File: src/rtl/core/hhss_pkg.sv
package hhss_pkg;

  // Fixed-point format of heights and coordinates.
  localparam int FRAC_BITS = 8;
  localparam int ONE_FX    = 1 << FRAC_BITS;

  // Field widths.
  localparam int IDX_W    = 16;
  localparam int HEIGHT_W = 20;
  localparam int COORD_W  = 24;
  localparam int SLOPE_W  = 17;
  localparam int MS_W     = 9;

  localparam logic [MS_W-1:0] MS_RESET = 9'd202;

  // Stream word layout.
  localparam int S_TDATA_W = 88;
  localparam int M_TDATA_W = 40;
  localparam int M_TUSER_W = 2;
  localparam int IDX_LSB   = 0;
  localparam int LH_LSB    = IDX_LSB + IDX_W;
  localparam int QX_LSB    = LH_LSB + HEIGHT_W;
  localparam int QZ_LSB    = QX_LSB + COORD_W;

  // Map space.
  localparam int MAP_OFFSET = 33;
  localparam int XM_W       = COORD_W + 1;
  localparam int CELL_W     = COORD_W - FRAC_BITS;

  // Neighborhood reads.
  localparam int READS    = 8;
  localparam int RD_CNT_W = 4;

  // Interpolation datapath.
  localparam int VAL_W = HEIGHT_W + 1;
  localparam int DIF_W = VAL_W + 1;
  localparam int WGT_W = FRAC_BITS + 2;
  localparam int PRD_W = DIF_W + WGT_W;
  localparam int ACC_W = PRD_W + 2;

  // Normal computation: squares, divider, square root, corner factor.
  localparam int SQ_W       = 2 * VAL_W;
  localparam int DEN_W      = SQ_W;
  localparam int DIV_LAST   = 32 + 2 * FRAC_BITS;
  localparam int DCNT_W     = $clog2(DIV_LAST + 1);
  localparam int QUO_W      = 33;
  localparam int ROOT_W     = QUO_W + 1;
  localparam int ROOT_STEPS = 17;
  localparam int RCNT_W     = 5;
  localparam int NY_W       = 17;
  localparam int E_W        = 18;
  localparam int ESQ_W      = 33;

  localparam logic [DEN_W-1:0] DEN_ONE = DEN_W'(1) << (2 * FRAC_BITS);

  localparam int H_MAX     = 524287;
  localparam int H_MIN     = -524288;
  localparam int SLOPE_ONE = 65536;

  localparam logic [HEIGHT_W-1:0] HEIGHT_OFF = HEIGHT_W'(-ONE_FX);

  typedef enum logic [0:0] {
    OP_LOAD  = 1'b0,
    OP_QUERY = 1'b1
  } op_e;

  typedef enum logic [3:0] {
    ST_IDLE,
    ST_BASE,
    ST_READ,
    ST_HMUL,
    ST_HADD,
    ST_SQ,
    ST_SUM,
    ST_DIV,
    ST_SQRT,
    ST_ESQ,
    ST_FAC,
    ST_SMUL,
    ST_SADD,
    ST_DONE
  } state_e;

  typedef struct packed {
    logic load_we;
    logic latch;
    logic calc_base;
    logic rd_step;
    logic sq;
    logic sum;
    logic div_step;
    logic sqrt_step;
    logic esq;
    logic fac;
    logic imul;
    logic iadd;
    logic slope_sel;
    logic out_load;
  } cmd_t;

  typedef struct packed {
    logic rd_last;
    logic div_last;
    logic sqrt_last;
    logic corner_last;
    logic slope_ok;
    logic out_free;
  } sts_t;

endpackage

File: src/rtl/core/hhss_ctrl.sv
module hhss_ctrl (
  input  logic           clk_i,
  input  logic           rst_ni,
  input  logic           s_tvalid_i,
  input  hhss_pkg::op_e  op_i,
  output logic           s_tready_o,
  output hhss_pkg::cmd_t cmd_o,
  input  hhss_pkg::sts_t sts_i
);

  import hhss_pkg::*;

  state_e state_q, state_d;

  always_ff @(posedge clk_i or negedge rst_ni) begin
    if (!rst_ni) begin
      state_q <= ST_IDLE;
    end else begin
      state_q <= state_d;
    end
  end

  always_comb begin
    state_d = state_q;
    case (state_q)
      ST_IDLE: begin
        if (s_tvalid_i && (op_i == OP_QUERY)) state_d = ST_BASE;
      end
      ST_BASE: state_d = ST_READ;
      ST_READ: begin
        if (sts_i.rd_last) state_d = ST_HMUL;
      end
      ST_HMUL: state_d = ST_HADD;
      ST_HADD: state_d = sts_i.slope_ok ? ST_SQ : ST_DONE;
      ST_SQ:   state_d = ST_SUM;
      ST_SUM:  state_d = ST_DIV;
      ST_DIV: begin
        if (sts_i.div_last) state_d = ST_SQRT;
      end
      ST_SQRT: begin
        if (sts_i.sqrt_last) state_d = ST_ESQ;
      end
      ST_ESQ:  state_d = ST_FAC;
      ST_FAC:  state_d = sts_i.corner_last ? ST_SMUL : ST_SQ;
      ST_SMUL: state_d = ST_SADD;
      ST_SADD: state_d = ST_DONE;
      ST_DONE: begin
        if (sts_i.out_free) state_d = ST_IDLE;
      end
      default: state_d = ST_IDLE;
    endcase
  end

  always_comb begin
    cmd_o      = '0;
    s_tready_o = 1'b0;
    case (state_q)
      ST_IDLE: begin
        s_tready_o = 1'b1;
        if (s_tvalid_i) begin
          if (op_i == OP_QUERY) begin
            cmd_o.latch = 1'b1;
          end else begin
            cmd_o.load_we = 1'b1;
          end
        end
      end
      ST_BASE: cmd_o.calc_base = 1'b1;
      ST_READ: cmd_o.rd_step = 1'b1;
      ST_HMUL: cmd_o.imul = 1'b1;
      ST_HADD: cmd_o.iadd = 1'b1;
      ST_SQ:   cmd_o.sq = 1'b1;
      ST_SUM:  cmd_o.sum = 1'b1;
      ST_DIV:  cmd_o.div_step = 1'b1;
      ST_SQRT: cmd_o.sqrt_step = 1'b1;
      ST_ESQ:  cmd_o.esq = 1'b1;
      ST_FAC:  cmd_o.fac = 1'b1;
      ST_SMUL: begin
        cmd_o.imul      = 1'b1;
        cmd_o.slope_sel = 1'b1;
      end
      ST_SADD: begin
        cmd_o.iadd      = 1'b1;
        cmd_o.slope_sel = 1'b1;
      end
      ST_DONE: cmd_o.out_load = sts_i.out_free;
      default: cmd_o = '0;
    endcase
  end

endmodule

File: config.mk
export PLATFORM = sky130hd
export DESIGN_NAME = hhss_ctrl
export DESIGN_NICKNAME = d
export VERILOG_FILES = /design/src/rtl/core/hhss_pkg.sv /design/src/rtl/core/hhss_ctrl.sv
export SDC_FILE = /design/constraint.sdc
export NUM_CORES = 1
export LEC_CHECK = 0
export BUFFER_PORTS_ARGS = -buffer_cell sky130_fd_sc_hd__buf_2
export CAP_MARGIN = 20
export CORE_AREA = 2 2 39 41
export CTS_CLUSTER_SIZE = 24
export DETAILED_ROUTE_END_ITERATION = 8
export DIE_AREA = 0 0 41 43
export HOLD_SLACK_MARGIN = 0.08
export MAX_ROUTING_LAYER = met4
export PLACE_DENSITY_LB_ADDON = 0.25
export SLEW_MARGIN = 20
export SYNTH_ARGS = -nofsm -noshare
export SYNTH_HDL_FRONTEND = slang
export SYNTH_SLANG_ARGS = --single-unit
File: constraint.sdc
create_clock -name clk_i -period 4.49 [get_ports clk_i]
set_input_delay 0.2245 -clock clk_i [delete_from_list [all_inputs] [get_ports clk_i]]
set_output_delay 0.2245 -clock clk_i [all_outputs]
set_load 0.005 [all_outputs]
Word level (Yosys, flattened, before mapping)
Index checks and enable logic that the tools add are counted.
{"block": "classes", "eq_ne": 18, "mux": 25, "reduce_logical": 6}
{"operator": "$pmux 4 s14", "n": 1}
{"operator": "$mux 4", "n": 7}
{"operator": "$eq 4x4->1 const B", "n": 6}
{"operator": "$eq 4x3->1 const B", "n": 4}
{"operator": "$mux 1", "n": 15}
{"operator": "$ne 2x2->1 const B", "n": 5}
{"operator": "$eq 4x2->1 const B", "n": 2}
{"operator": "$reduce_or 2->1", "n": 3}
{"operator": "$reduce_and 5->1", "n": 1}
{"operator": "$eq 4x1->1 const B", "n": 1}
{"operator": "$logic_not 4->1", "n": 1}
{"operator": "$mux 2", "n": 2}
{"operator": "$logic_and 1x1->1", "n": 1}
{"block": "word_totals", "reg_bits": 4, "in_bits": 10, "out_inout_bits": 15, "word_cells": 50}

Depth between registers and ports, before layout
Gate-level depths: netlist (run 1).
{"block": "logic_depth", "ltp_word": 3, "mapped_depth": 5, "ltp_nobuf": 4}

Worst setup path after synthesis (run 1)
OpenSTA, ideal clock, no wires.
{"block": "synth_path", "path_kind": "flip-flop to flip-flop", "start": "register state_q[0]", "end": "register state_q[1]", "setup_time_ns": 0.125, "arrival_ns": 1.501, "t_required_ns": 4.365, "slack_ns": 2.864, "path_stages_with_launch": 6, "n_path_buf": 1, "synth_period_minus_slack_ns": 1.626, "path_cell_list": "dfrtp_1 buf_6 or4b_4 o2bb2ai_4 nor2_2 mux2_4"}
{"block": "synth_via", "elab_chain_cells": 3, "elab_cells_between_ends": 21, "cone_classes": "eq/ne (18); mux (1); reduce/logical (2)"}
{"item": "start: declaration", "line": "hhss_ctrl.sv:13", "source": "state_e state_q, state_d;"}
{"item": "start signal: assignment", "line": "hhss_ctrl.sv:19", "source": "state_q <= state_d;"}
{"item": "$eq 4x2->1 (tied with other cells)", "line": "hhss_ctrl.sv:25", "source": "case (state_q)"}
{"item": "$ne 2x2->1 (no line)"}
{"item": "$reduce_and 5->1 (no line)"}
Parallel ways exist; a longest one is shown, timed or not.
A chain may end at the register's enable or synchronous reset.

==> metrics.md, run 1 <==
| Metric | Value |
|---|---|
| Chip height | `43 um` |
| Clock skew | `0.00225 ns` |
| Vias per cell | `5.23` |
| Initial Utilization | `36.2%` |
| Crit-path leading delay family | `simple AND/OR/NAND/NOR gates` |
| DP Cell Count | `100` |
| GRT Residual Overflow | `0` |
| Crit share post-route | `41.2%` |
| Mapped Area | `500 sq um` |
| Core area | `1380 sq um` |
| Area leader, netlist | `dfrtp_1` |
| Distinct cells, synth | `32` |
| Total CTS buffers | `3` |
| Hold Path Class | `in2async` |
| Max rail drop VDD | `0.366 mV` |
| Max Slew Vio Count | `0` |
| Hold buffer count at cts | `1` |
| CTS tree | `yes` |
| Crit path DAT | `1.63 ns` |
| Sequential area share after synthesis | `20.0%` |
| Seq cells post-synth | `4` |
| Antenna Nets Post-Route | `0` |
| Worst Path Max Fanout | `17` |
| Met1 Wirelength | `457 um` |
| # IOs | `25` |
| Power per cell area | `628 nW/um^2` |
| Max Cap Violations | `0` |
| Synth area leaders | `dfrtp_1 20%, nand2b_1 7.5%, nor2_1 7.5%, o2bb2ai_4 5.5%, a21oi_1 5.0%` |
| Top reg by flops | `state_q` |
| RSZ-0062 raised after global routing | `no` |
| Fill cell count | `146` |
| Max clock buf depth | `2` |
| Top-count cell post-synth | `nor2_1` |
| Port Buf Inserts | `24` |
| Placer's final routability congestion estimate | `0.780` |
| Top sig layer | `met3` |
| Place WS | `2.71 ns` |
| H-tree depth | `1` |
| Worst-path clk slew | `0.04 ns` |
| Detailed placement HPWL | `808 um` |
| Row count | `14` |
| Post-synth top cells | `10 x nor2_1, 6 x nand2b_1, 5 x a21oi_1, 5 x nand2_1` |
| CP max stage cell | `nor4_2` |
| CP Cell Sequence | `nor4_2 > and3_1 > buf_2` |
| Top-area cell type share of the netlist area | `20.0%` |
| Status | `finished clean` |
| Vias in the first global route | `432` |
| Tot GR Track Use | `14.0%` |
| Critical path type | `reg2out` |
| Die Area | `1760 sq um` |
| Setup Fix Bufs, Post-CTS | `0` |
| Root Driver | `clkbuf_4` |
| Clock insertion delay at the later pin of the skew report | `0.23 ns` |
| Syn nets | `76` |
| Buf+Inv Stages, Crit Path | `1` |
| Final instance area | `641 sq um` |
| Antenna violations before repair | `0` |
| Largest net degree at the start of global routing | `19` |
| Startpoint types | `flop` |
| Length of the first detailed-routing pass in iterations | `4` |
| F_max | `540 MHz` |
| Fin. Hold Viols | `0` |
| Largest regs | `state_q x4` |
| Leak | `0.329 nW` |
| Nets | `100` |
| Largest register FFs | `4` |
| Final wirelength | `1.05 mm` |
| Crit path time final | `1.85 ns` |
| Antenna diode count | `0` |
| DP Area | `608 sq um` |
| Area growth from synthesis to layout | `28.0%` |
| Synthesized area per cell | `7.58 sq um` |
| Post-route insts no fill | `104` |
| Slew @ Worst Pin | `0.502 ns` |
| Avg WL per Cell | `10.1 um` |
| Share of cells above drive strength 1 | `39.8%` |
| Worst EP required | `4.27 ns` |
| DR WL met2 | `533 um` |
| Chip Width | `41 um` |
| Critical Path End Type | `output pin` |
| Final setup margin | `2.64 ns` |
| DRC Markers | `0` |
| Post-synth EDFFs | `0` |
| Dominant synthesized flop cell | `dfrtp_1` |
| Slowest stage delay, CP | `0.55 ns` |
| Setup violators final | `0` |
| Global-route wire length before repair | `1.64 mm` |
| Post-Syn Instances | `66` |
| Post-CTS sizing | `0` |
| Ys Warns | `0` |
| CTS Sinks | `4` |
| Routed met3 length | `58 um` |
| 1st-iter DRT viols | `18` |
| Slew Limit Headroom | `66.6%` |
| Post-synth ARST share | `100%` |
| Via count | `544` |
| Setup TNS | `0 ns` |
## logic make-up (layout without fill, tap and decap cells)
family | after synthesis | after routing | share of synthesized area, %
simple gates | 33 | 33 | 38.0
compound gates | 18 | 18 | 29.5
buf+inv | 10 | 32 | 9.50
flops | 4 | 4 | 20.0
mux | 1 | 1 | 3.00
## where the power goes
part,switching [mW],leakage [nW],internal [mW]
logic,0.106,0.267,0.128
clock network,0.0127,0.0138,0.0298
registers,0.0715,0.0482,0.0545
## area by class of cell
cell class	count	area, sq um	share of cell area [%]
Multi-Input combinational cell	52	353	55.1
Timing Repair Buffer	25	130	20.3
Inverter	4	15.0	2.34
Tap cell	16	20.0	3.13
Clock buffer	3	22.5	3.52
Sequential cell	4	100	15.6
## metal layers
metal	global-route usage [%]	vias up
met3	1.57	0
met2	18.8	18
li1	-	280
met4	10.0	0
met1	18.7	246
met5	-	-
## cell usage in the layout (no fill, tap or decap), drive strengths merged, types with 3 or more instances in the layout
master / instances
nor3: 3
buf: 24
nand2b: 6
nand2: 5
nor2: 11
inv: 4
a21oi: 5
dfrtp: 4
clkbuf: 3
## worst paths after layout
kind	endpoint	slack, ns	cells past startpoint	from
setup / recovery	cmd_o[12]	2.64	3	state_q[0]
hold reg to reg	state_q[2]	0.83	2	state_q[1]
hold / removal	state_q[1]	0.32	2	rst_ni
max in group asynchronous	state_q[3]	4.05	2	rst_ni
setup reg to reg	state_q[1]	2.70	4	state_q[2]
min in group clk_i	state_q[0]	0.38	3	sts_i[5]
## stage by stage
| stage | hold slack, ns | util, % | power [mW] |
|---|---|---|---|
| 2_1_floorplan | -0.0711 | - | 0.312 |
| 3_3_place_gp | 0.0324 | 43.9 | 0.362 |
| 3_5_place_dp | 0.0302 | 43.9 | 0.362 |
| 4_1_cts | 0.317 | 46.3 | 0.408 |
| 5_1_grt | 0.327 | 46.3 | 0.446 |
| 6_report | 0.324 | 46.3 | 0.402 |
No activity file was read; power rests on OpenSTA's default activity.
==> run 2, diff against run 1 <==
==> constraint.sdc (replaced) <==
create_clock -name clk_i -period 1.83 [get_ports clk_i]
set_input_delay 0.0915 -clock clk_i [delete_from_list [all_inputs] [get_ports clk_i]]
set_output_delay 0.0915 -clock clk_i [all_outputs]
set_load 0.005 [all_outputs]
==> run 2 against run 1 <==
Compared with the run above:
- core utilization is 2.2 points higher
- routed wire length is 9.3% higher
- non-clock buffer count is 4 higher
- via count is 0.55% higher
- sequential power is 52% higher
- critical path type is now reg2reg
==> metrics.md, run 2 (synthesis results as in run 1) <==
| Metric | Value |
|---|---|
| Final wirelength | `1.15 mm (+9.3%)` |
| Worst EP required | `1.95 ns (-2.32 ns)` |
| # IOs | `25 (unchanged)` |
| Commonest non-fill, non-tap cell in the layout | `buf_2` |
| H-tree depth | `1 (unchanged)` |
| Avg WL per Cell | `10.6 um (+5.3%)` |
| Core area | `1380 sq um (unchanged)` |
| Port Buf Inserts | `24 (unchanged)` |
| Worst R2R Setup Slack | `0.23 ns (-2.47 ns)` |
| DRC Markers | `0 (unchanged)` |
| DP Cell Count | `104 (+4.0%)` |
| GR Util met1 | `17.5% (-1.2 points)` |
| Fin. Hold Viols | `0 (unchanged)` |
| Largest net degree at the start of global routing | `17 (-2)` |
| Fill cell count | `149 (+2.1%)` |
| Critical path type | `reg2reg` |
| Max Cap Violations | `0 (unchanged)` |
| Root Driver | `clkbuf_4` |
| Vias per cell | `5.06 (-3.2%)` |
| Placer's final routability congestion estimate | `0.722 (-7.4%)` |
| Tot GR Track Use | `15.3% (+1.3 points)` |
| Reg2Reg Depth | `4 (unchanged)` |
| Power per cell area | `1580 nW/um^2 (+150%)` |
| Register area | `100 sq um (unchanged)` |
| Share of cells above drive strength 1 | `42.4% (+2.6 points)` |
| Leak | `0.349 nW (+6.0%)` |
| Largest register FFs | `4 (unchanged)` |
| Vias in the first global route | `435 (+0.69%)` |
| Area growth from synthesis to layout | `34.0%` |
| Die Area | `1760 sq um (unchanged)` |
| Slew Limit Headroom | `66.9% (+0.33 points)` |
| FF-to-FF End | `state_q[1]` |
| Crit path time final | `1.60 ns` |
| Detailed placement HPWL | `903 um (+12%)` |
| GR peak layer | `met2` |
| Antenna diode count | `0 (unchanged)` |
| Largest regs | `state_q x4` |
| GRT met2 Usage | `22.8% (+4.1 points)` |
| Total CTS buffers | `3 (unchanged)` |
| Global-route wire length before repair | `1.76 mm (+7.1%)` |
| Met3 track demand over resource | `3.14% (+1.6 points)` |
| Chip Width | `41 um (unchanged)` |
| Length of the first detailed-routing pass in iterations | `4 (unchanged)` |
| RSZ-0062 raised after global routing | `no` |
| Commonest cells after routing, fill and taps aside | `24 x buf_2, 10 x nor2_1, 6 x nand2b_1` |
| F_max | `623 MHz` |
| Area of the multi-input gates | `353 sq um (unchanged)` |
| Crit share post-route | `87.7%` |
| Clock insertion delay at the later pin of the skew report | `0.24 ns (about the same)` |
| GRT Residual Overflow | `0 (unchanged)` |
| Startpoint types | `flop` |
| Max rail drop VDD | `0.789 mV (+120%)` |
| Initial Utilization | `36.2% (unchanged)` |
| Clock skew | `0.000589 ns (-0.00166 ns)` |
| Top reg by flops | `state_q` |
| Max Slew Vio Count | `0 (unchanged)` |
| Hold buffer count at cts | `1 (unchanged)` |
| Chip height | `43 um (unchanged)` |
| Status | `finished clean` |
| Max clock buf depth | `2 (unchanged)` |
| Post-CTS sizing | `0 (unchanged)` |
| Worst Path Max Fanout | `7 (-10)` |
| Via count | `547 (+0.55%)` |
| Critical Path End Type | `flop` |
| Hold Path Class | `in2async` |
| Worst-path clk slew | `0.04 ns (about the same)` |
| Nets | `104 (+4.0%)` |
| Setup Fix Bufs, Post-CTS | `0 (unchanged)` |
| Crit path DAT | `1.72 ns (+0.09 ns)` |
| Row count | `14 (unchanged)` |
| CTS tree | `yes` |
| R2r startpoint | `state_q[1]` |
| Antenna violations before repair | `0 (unchanged)` |
| CTS Sinks | `4 (unchanged)` |
| Post-route insts no fill | `108 (+3.8%)` |
| Slew @ Worst Pin | `0.493 ns (-0.00903 ns)` |
| Setup TNS | `0 ns (unchanged)` |
| 1st-iter DRT viols | `5 (-13)` |
| Setup violators final | `0 (unchanged)` |
| Antenna Nets Post-Route | `0 (unchanged)` |
-- run 2: critical path, cell delays in order, from the launching register on --
cell and delay, ns:
dfrtp_1 0.44, nor4_2 0.50, o2bb2ai_4 0.18, nor2_2 0.07, mux2_4 0.29
-- run 2: worst max-delay path by stage --
stage                           from    endpoint  slack (ns)  depth (start not counted)
after CTS                 state_q[1]  state_q[1]        0.22                          4
after floorplan           state_q[0]  state_q[1]        0.20                          5
after global placement    state_q[0]  state_q[2]        0.24                          5
final                     state_q[1]  state_q[1]        0.23                          4
after detailed placement  state_q[1]  state_q[1]        0.22                          4
after global routing      state_q[1]   cmd_o[12]        0.11                          3
-- run 2: report_power, final --
part	internal, mW	total, mW	switching, mW	leakage (nW)
Sequential	0.136	0.192	0.0557	0.0482
Clock	0.0735	0.111	0.0378	0.0138
Combinational	0.367	0.759	0.392	0.287
Total	0.577	1.06	0.485	0.349
-- run 2: area by class of cell --
| type | count | area share (%) |
|---|---|---|
| timing repair buffer | 29 | 23.9 |
| clock buffer | 3 | 3.36 |
| inverter | 4 | 2.24 |
| tap | 16 | 2.99 |
| sequential | 4 | 14.9 |
| multi-input combinational | 52 | 52.6 |
-- run 2: stage by stage --
stage	total power, mW	setup slack, ns	area [sq um]	hold slack [ns]	utilization, %
finish	1.06	0.225	671	0.188	48.5
floorplan	0.765	0.204	500	-0.204	-
CTS	1.07	0.219	671	0.183	48.5
global placement	0.950	0.243	638	-0.102	46.1
global route	1.17	0.114	671	0.187	48.5
detailed placement	0.957	0.223	638	-0.102	46.1
-- run 2: routing by layer --
metal	wire length [um]	vias up
li1	-	284
met1	503	244
met2	563	14
met3	50	5
met4	29	0
met5	0	-
==> run 3, diff against run 2 <==
--- a/config.mk
+++ b/config.mk
@@ -14,6 +14,7 @@
 export HOLD_SLACK_MARGIN = 0.08
 export MAX_ROUTING_LAYER = met4
 export PLACE_DENSITY_LB_ADDON = 0.25
+export RECOVER_POWER = 50
 export SLEW_MARGIN = 20
 export SYNTH_ARGS = -nofsm -noshare
 export SYNTH_HDL_FRONTEND = slang
==> run 3 against run 2 <==
Compared with the run above:
- design area decreased by 1.1%
- non-clock buffer count unchanged
- via count unchanged
- critical endpoint is now state_q[2]
- critical path depth increased by 1
- clock-buffer cell count unchanged
- first-iteration DRC count unchanged
- largest cell class unchanged
- combinational power decreased by 2%
- maximum frequency decreased by 2.4%
- clock power about the same
- register-to-register slack got worse by 0.04 ns
- largest power group unchanged
- core utilization decreased by 0.54 points
==> metrics.md, run 3 (synthesis results as in run 1) <==
| Metric | Value |
|---|---|
| F_max | `608 MHz (-2.4%)` |
| CTS tree | `yes` |
| Crit path from | `state_q[0]` |
| Largest net degree at the start of global routing | `17 (unchanged)` |
| Fill cell count | `153 (+2.7%)` |
| Global-route wire length before repair | `1.76 mm (unchanged)` |
| Setup crit end | `state_q[2]` |
| Reg2Reg Depth | `5 (+1)` |
| Detailed placement HPWL | `903 um (unchanged)` |
| Fin. Hold Viols | `0 (unchanged)` |
| Crit share post-route | `89.8% (+2.1 points)` |
| GRT Residual Overflow | `0 (unchanged)` |
| Hold Path Class | `in2async` |
| Worst Path Max Fanout | `15 (+8)` |
| Slew Limit Headroom | `66.6% (-0.24 points)` |
| Area growth from synthesis to layout | `32.5%` |
| Nets | `104 (unchanged)` |
| Comb pwr share | `71.2% (-0.2 points)` |
| Die Area | `1760 sq um (unchanged)` |
| Antenna diode count | `0 (unchanged)` |
| Chip Width | `41 um (unchanged)` |
| Final wirelength | `1.15 mm (+0.35%)` |
| Startpoint types | `flop` |
| Tot GR Track Use | `15.3% (unchanged)` |
| Status | `finished clean` |
| Share of cells above drive strength 1 | `40.2% (-2.2 points)` |
| Total CTS buffers | `3 (unchanged)` |
| Final setup margin | `0.187 ns (-0.0389 ns)` |
| Commonest non-fill, non-tap cell in the layout | `buf_2` |
| Setup TNS | `0 ns (unchanged)` |
| Top reg by flops | `state_q` |
| Antenna Nets Post-Route | `0 (unchanged)` |
| Via count | `547 (unchanged)` |
| Worst R2R Setup Slack | `0.19 ns (-0.04 ns)` |
| Setup violators final | `0 (unchanged)` |
| Placer's final routability congestion estimate | `0.722 (unchanged)` |
| Commonest cells after routing, fill and taps aside | `20 x buf_2, 10 x nor2_1, 6 x nand2b_1` |
| Row count | `14 (unchanged)` |
| Antenna violations before repair | `0 (unchanged)` |
| # IOs | `25 (unchanged)` |
| RSZ-0062 raised after global routing | `no` |
| Max Slew Vio Count | `0 (unchanged)` |
| Core area | `1380 sq um (unchanged)` |
| Hold slack | `0.210 ns (+0.0219 ns)` |
| Avg WL per Cell | `10.7 um (+0.35%)` |
| Initial Utilization | `36.2% (unchanged)` |
| Port Buf Inserts | `24 (unchanged)` |
| Leak | `0.339 nW (-2.9%)` |
| Power per cell area | `1580 nW/um^2 (-0.39%)` |
| Max rail drop VDD | `0.776 mV (-1.7%)` |
| Worst EP required | `1.98 ns (+0.03 ns)` |
| Clock insertion delay at the later pin of the skew report | `0.24 ns (about the same)` |
| Critical path type | `reg2reg` |
| Setup Fix Bufs, Post-CTS | `0 (unchanged)` |
| Largest regs | `state_q x4` |
| Place WS | `0.223 ns (unchanged)` |
| Max Cap Violations | `0 (unchanged)` |
| CTS Sinks | `4 (unchanged)` |
| 1st-iter DRT viols | `5 (unchanged)` |
| Crit path DAT | `1.80 ns (+0.08 ns)` |
| Largest register FFs | `4 (unchanged)` |
| Clock skew | `0.0000917 ns (-0.000498 ns)` |
| H-tree depth | `1 (unchanged)` |
| DRC Markers | `0 (unchanged)` |
| R2r startpoint | `state_q[0]` |
| Max clock buf depth | `2 (unchanged)` |
| Crit path time final | `1.64 ns (+0.0389 ns)` |
| FF-to-FF End | `state_q[2]` |
| Worst-path clk slew | `0.04 ns (about the same)` |
| Slew @ Worst Pin | `0.496 ns (+0.00359 ns)` |
| Internal power | `0.561 mW (-2.7%)` |
| Chip height | `43 um (unchanged)` |
| Final Util | `47.9% (-0.54 points)` |
| Seq pwr share | `18.2% (about the same)` |
| Clock power frac | `10.6% (about the same)` |
| Sw power | `0.485 mW (about the same)` |
| Root Driver | `clkbuf_4` |
| Vias in the first global route | `435 (unchanged)` |
| Critical Path End Type | `flop` |
| Net Sw Frac | `46.4% (+0.68 points)` |
| Vias per cell | `5.06 (unchanged)` |
| Length of the first detailed-routing pass in iterations | `3 (-1)` |
[run 3: area by class of cell]
type	count	area [sq um]	share of cell area (%)
Timing Repair Buffer	29	153	23.0
Sequential cell	4	100	15.1
Clock buffer	3	22.5	3.40
Inverter	4	15.0	2.26
Multi-Input combinational cell	52	353	53.2
Tap cell	16	20.0	3.02
[run 3: metrics by stage]
step | power, mW | cells | cell area, sq um
after detailed placement | 0.957 | 104 | 638
after global placement | 0.950 | 104 | 638
after global routing | 1.15 | 108 | 663
after CTS | 1.07 | 108 | 671
final | 1.05 | 108 | 663
after floorplan | 0.765 | 66 | 500
[run 3: worst max-delay path, stage by stage, from the launching register on]
cell and delay (ns):
dfrtp_1 0.39, clkbuf_2 0.23, or3_1 0.40, a21oi_1 0.30, a21oi_1 0.07, a21oi_1 0.17
[run 3: power groups by stage]
stage	combinational, mW	clock [mW]	sequential [mW]
finish	0.744	0.111	0.191
floorplan	0.598	0	0.167
detailed placement	0.764	0	0.192
global placement	0.761	0	0.189
CTS	0.768	0.112	0.191
global route	0.834	0.121	0.198
[run 3: worst min-delay path by stage]
stage | endpoint | start | cells past startpoint
3_5_place_dp | state_q[3] | rst_ni | 1
6_report | state_q[2] | rst_ni | 2
4_1_cts | state_q[3] | rst_ni | 2
3_3_place_gp | state_q[3] | rst_ni | 1
2_1_floorplan | state_q[0] | rst_ni | 0
5_1_grt | state_q[3] | rst_ni | 2
[run 3: layer usage]
layer  up-vias  share of wire [%]  GRT usage [%]
li1        284                  -              -
met1       244                 44           17.5
met2        14                 49           22.8
met3         5                4.3           3.14
met4         0                2.5           10.0
met5         -                  0              -
[run 3: what timing repair did]
action                    CTS  global route
hold endpoints to repair    4             0
gates resized for setup     0             0
hold buffers                1             0
